--- src/rtl/core/hkm_pkg.sv ---
// ----------------------------------------------------------------------------
// hkm_pkg
// Types and constants shared by the HSL key mask block.
// ----------------------------------------------------------------------------
package hkm_pkg;
    localparam int CFG_IDX_W = 3;
    localparam int CFG_DATA_W = 50;

    localparam logic [CFG_IDX_W-1:0] REG_TOL   = 3'd0;
    localparam logic [CFG_IDX_W-1:0] REG_SOFT  = 3'd1;
    localparam logic [CFG_IDX_W-1:0] REG_PRIM  = 3'd2;
    localparam logic [CFG_IDX_W-1:0] REG_EXT_A = 3'd3;
    localparam logic [CFG_IDX_W-1:0] REG_EXT_B = 3'd4;
    localparam logic [CFG_IDX_W-1:0] REG_EXT_C = 3'd5;
    localparam logic [CFG_IDX_W-1:0] REG_EXT_D = 3'd6;
    localparam logic [CFG_IDX_W-1:0] REG_OUT   = 3'd7;

    localparam logic [15:0] W_R = 16'd13933;
    localparam logic [15:0] W_G = 16'd46871;
    localparam logic [15:0] W_B = 16'd4732;
endpackage

--- src/rtl/core/hkm_divider.sv ---
// ----------------------------------------------------------------------------
// hkm_divider
// Pipelined restoring divider: quotient = floor(num * 2^FB / den), one
// quotient bit per stage, with a valid bit and a side-band word carried along.
// ----------------------------------------------------------------------------
module hkm_divider
    import hkm_pkg::*;
#(
    parameter int FB = 16,
    parameter int NW = 20,
    parameter int DW = 20,
    parameter int QW = 17,
    parameter int SW = 8
) (
    input  logic          i_clk,
    input  logic          i_rst_n,
    input  logic          i_valid,
    input  logic [NW-1:0] i_num,
    input  logic [DW-1:0] i_den,
    input  logic [SW-1:0] i_side,
    output logic          o_valid,
    output logic [QW-1:0] o_quot,
    output logic [SW-1:0] o_side
);
    localparam int RW = DW + 1;
    localparam int XW = NW + FB;

    logic [QW:0]         r_vld;
    logic [RW-1:0]       r_rem  [QW+1];
    logic [XW-1:0]       r_dvd  [QW+1];
    logic [DW-1:0]       r_den  [QW+1];
    logic [QW-1:0]       r_quot [QW+1];
    logic [SW-1:0]       r_side [QW+1];

    // Dividend bits above the quotient width are folded in first.
    localparam int HI = XW - QW;

    always_ff @(posedge i_clk) begin
        if (!i_rst_n) begin
            r_vld <= '0;
        end else begin
            r_vld <= {r_vld[QW-1:0], i_valid};
        end
    end

    always_ff @(posedge i_clk) begin
        logic [XW-1:0] dvd;
        dvd = XW'(i_num) << FB;
        r_rem[0]  <= RW'(dvd >> QW);
        r_dvd[0]  <= dvd;
        r_den[0]  <= i_den;
        r_quot[0] <= '0;
        r_side[0] <= i_side;
    end

    for (genvar k = 0; k < QW; k++) begin : g_stage
        logic [RW:0] trial;
        logic        ge;
        assign trial = {r_rem[k][RW-1:0], r_dvd[k][QW-1-k]};
        assign ge = trial >= {1'b0, 1'b0, r_den[k]};
        always_ff @(posedge i_clk) begin
            r_rem[k+1]  <= ge ? RW'(trial - {2'b00, r_den[k]}) : RW'(trial);
            r_dvd[k+1]  <= r_dvd[k];
            r_den[k+1]  <= r_den[k];
            r_quot[k+1] <= {r_quot[k][QW-2:0], ge};
            r_side[k+1] <= r_side[k];
        end
    end

    assign o_valid = r_vld[QW];
    assign o_quot  = r_quot[QW];
    assign o_side  = r_side[QW];

    logic unused_hi;
    assign unused_hi = (HI > 0);
endmodule

--- config.mk ---
export PLATFORM = sky130hd
export DESIGN_NAME = hkm_divider
export DESIGN_NICKNAME = d
export VERILOG_FILES = /design/src/rtl/core/hkm_pkg.sv /design/src/rtl/core/hkm_divider.sv
export SDC_FILE = /design/constraint.sdc
export NUM_CORES = 1
export LEC_CHECK = 0
export CAP_MARGIN = 20
export CORE_MARGIN = 4
export CORE_UTILIZATION = 35
export DETAILED_ROUTE_END_ITERATION = 8
export DONT_BUFFER_PORTS = 1
export PLACE_DENSITY_LB_ADDON = 0.12
export SETUP_SLACK_MARGIN = 0.4
export SLEW_MARGIN = 25
export SYNTH_ARGS = -nofsm -noshare
export SYNTH_HDL_FRONTEND = slang
export SYNTH_SLANG_ARGS = --single-unit
--- constraint.sdc ---
create_clock -name i_clk -period 5.47 [get_ports i_clk]
set_input_delay 0.2735 -clock i_clk [delete_from_list [all_inputs] [get_ports i_clk]]
set_output_delay 0.2735 -clock i_clk [all_outputs]
set_load 0.01 [all_outputs]
==> reports/results.txt <==
normalized max-slew margin - 34.4%
Die Area - 123000 sq um
R2R cell count - 12
Hold Crit Class - in -> reg
gr usage total - 15.1%
crit path max fanout - 29
CTS resizes - 0
initial antenna violation count - 0
hold depth - 1
final setup margin - 1780 ps
arrival time at the worst endpoint - 4280 ps
share of layout cells above drive strength 1 - 6.61%
EDFF count, synth - 0
Post-Layout Cell Count - 6000
Max Cap Viol - 0
Crit Reg-Reg Endpoint - r_rem[16][20]$_DFF_P_
H-tree depth - 3
Top Ports - 77
status - finished, final reports clean
CTS Buf Count - 113
Vias - 28474
DP HPWL - 71100 microns
later-pin clock latency in the skew report - 700 ps
Yosys reg bits - 1011
asr flop ratio synth - 0%
final RePlAce weighted congestion - 0.825
register area share after synthesis - 49.3%
PD cells - 650 nW/um^2
Syn Inst Count - 4300
Flop pwr share - 34.4%
CTS Root Buffer Type - clkbuf_16
Mapped Area - 41100 sq um
Max Used Layer - met4
row cnt - 125
Post-synth top cells - dfxtp_1, inv_1, nand2_1, o21ai_0, ha_1
worst r2r src - r_den[15][2]$_DFF_P_
drt via density - 4.75
crit path kind - reg -> reg
endpoints failing setup - 0
metal3 WL - 2980 microns
Sinks on Clock Net - 1011
Final period util - 67.4%
post-route setup TNS - 0 ps
Hold Crit Start - i_side[7]
area leader, netlist - dfxtp_1
Antenna diodes - 0
WHS Endpoint - r_side[0][7]$_DFF_P_
area growth from synthesis to layout - 15.4%
Placed Cells - 5742
leakage - 21.2 nW
Synth top area share - 49.3%
Netlist cell types - 77
final WL - 92900 microns
RSZ-0062 raised after global routing - no
syn avg cell area - 9.55 sq um
Fillers - 11507
initial core utilization - 35.3%
vias in the first global route - 28609
Final Slew Violations - 0
Port-buffer cells - 0
first-pass GRT wire length - 151000 microns
DR pass1 iterations - 7
synth top area cells - dfxtp_1, ha_1, o21ai_0
clk buf depth - 3
Antenna Nets Post-Route - 0
clock skew - 26.3 ps
pre-CTS setup slack - 1700 ps
fin util - 40.7%
syn nets - 4706
Worst setup EP type - flop
total gr overflow - 0
internal power - 0.0197 W
Slew @ Worst Pin - 980 ps
VDD IR-drop max - 0.000301 V
combinational power share - 39.3%
metal1 wirelength - 41800 microns
fmax - 271 MHz
clock share of power - 26.4%
flop2flop setup slack - 1780 ps
Avg WL per Cell - 15.5 microns
die height - 351 microns
# DRC - 0
met2 WL - 45200 microns
switching share of power - 36.0%
core area - 116000 sq um
pin count of the biggest net entering global routing - 43
minimum clock period - 3690 ps
Clock transition at path regs - 60 ps
Chip Width - 351 microns
YS warnings - 0
top-count cell post-synth - dfxtp_1
fin nets - 4790
Final Hold Vio Count - 0
Psw - 0.0111 W
startpoint types - flop
CP required - 6070 ps
CTS tree - built
number of DRC markers in iteration 0 - 1515
predominant post-synthesis flop cell - dfxtp_1
[what timing repair did]
| action | CTS | global route |
|---|---|---|
| endpoints found under the hold margin | 66 | 0 |
| hold buffers | 50 | 0 |
| buffers inserted | 0 | 0 |
[layout make-up]
type	instances	area [sq um]	area share [%]
flip-flops and latches	1011	20200	42.7
multi-input cells	2760	18900	39.9
clock buffers	151	3200	6.76
well taps	1524	1910	4.02
inverters	432	1620	3.42
clock inverters	56	890	1.88
repair buffers	66	641	1.35
[power by group through the flow]
stage | logic (W) | registers (W) | clock network, W
after floorplan | 0.00952 | 0.0102 | 0
after global placement | 0.0120 | 0.0108 | 0
after detailed placement | 0.0120 | 0.0108 | 0
after CTS | 0.0121 | 0.0107 | 0.00846
after global routing | 0.0137 | 0.0108 | 0.00874
final | 0.0121 | 0.0106 | 0.00813
[registers in the layout, summed over array words and instances, names as in the netlist]
signal and flops:
r_den 340, r_dvd 19, r_quot 153, r_rem 337
r_side 144, r_vld 18
[cell families (layout without fill, tap and decap cells)]
group	count (synthesis)	count (layout)	synth area share (%)
compound gates	1093	1093	16.5
xor+xnor	257	257	5.48
fa+ha+maj	355	355	11.1
buf+inv	529	705	4.93
flops	1011	1011	49.3
mux	48	48	1.30
simple gates	1007	1007	11.5
[cells in the final DEF, fill, tap and decap left out, types with 10 or more instances in the layout]
| master | instances |
|---|---|
| a21o_1 | 123 |
| clkbuf_8 | 21 |
| inv_1 | 432 |
| mux2_2 | 43 |
| ha_1 | 339 |
| nor2b_1 | 60 |
| clkbuf_16 | 114 |
| o21bai_1 | 39 |
| o211ai_1 | 15 |
| or2_2 | 13 |
| nand3_1 | 75 |
| a21oi_1 | 298 |
| nand2_1 | 361 |
| or3_1 | 12 |
| nor4_1 | 20 |
| o21ai_0 | 355 |
| bufinv_16 | 19 |
| nand2b_1 | 51 |
| o31a_1 | 14 |
| a21boi_0 | 10 |
| a31oi_1 | 30 |
| buf_4 | 15 |
| clkbuf_1 | 16 |
| o31ai_1 | 31 |
| o21a_1 | 48 |
| and3_1 | 30 |
| xor2_1 | 127 |
| a211oi_1 | 16 |
| and2_1 | 36 |
| xnor2_1 | 130 |
| clkinv_2 | 18 |
| nand4_1 | 40 |
| fa_1 | 16 |
| nor2_1 | 229 |
| dlygate4sd3_1 | 50 |
| dfxtp_1 | 1011 |
| nor3_1 | 53 |
[worst max-delay path by stage]
| stage | endpoint | startpoint |
|---|---|---|
| final | r_rem[16][20]$_DFF_P_ | r_den[15][2]$_DFF_P_ |
| after global routing | r_rem[15][18]$_DFF_P_ | r_den[14][2]$_DFF_P_ |
| after CTS | r_rem[10][5]$_DFF_P_ | r_den[9][3]$_DFF_P_ |
| after detailed placement | r_rem[10][2]$_DFF_P_ | r_den[9][3]$_DFF_P_ |
| after global placement | r_rem[10][3]$_DFF_P_ | r_den[9][3]$_DFF_P_ |
| after floorplan | r_rem[16][3]$_DFF_P_ | r_den[15][2]$_DFF_P_ |
[worst max-delay path, cell delays in order (launching register included)]
cell       delay [ps]
dfxtp_1           330
inv_1              50
ha_1              340
nor2b_1           170
o31a_1            270
o41a_1            360
a2111oi_4         500
a21oi_1           140
or2_4             270
a31oi_4           590
buf_4             280
nor2_1             50
mux2_2            250
[layer usage]
metal / GRT usage (%) / vias to the layer above
met5: 0 / -
met4: 5.17 / 0
met3: 2.34 / 174
met2: 27.0 / 395
met1: 18.6 / 13034
li1: - / 14871
[through the flow]
stage	power (W)	instance area, sq um	hold WS (ps)
after floorplan	0.0198	41100	301
after global placement	0.0228	42800	301
after detailed placement	0.0228	42800	301
after CTS	0.0312	47400	41.7
after global routing	0.0333	47400	67.0
final	0.0308	47400	119
No activity file was read; power rests on OpenSTA's default activity.
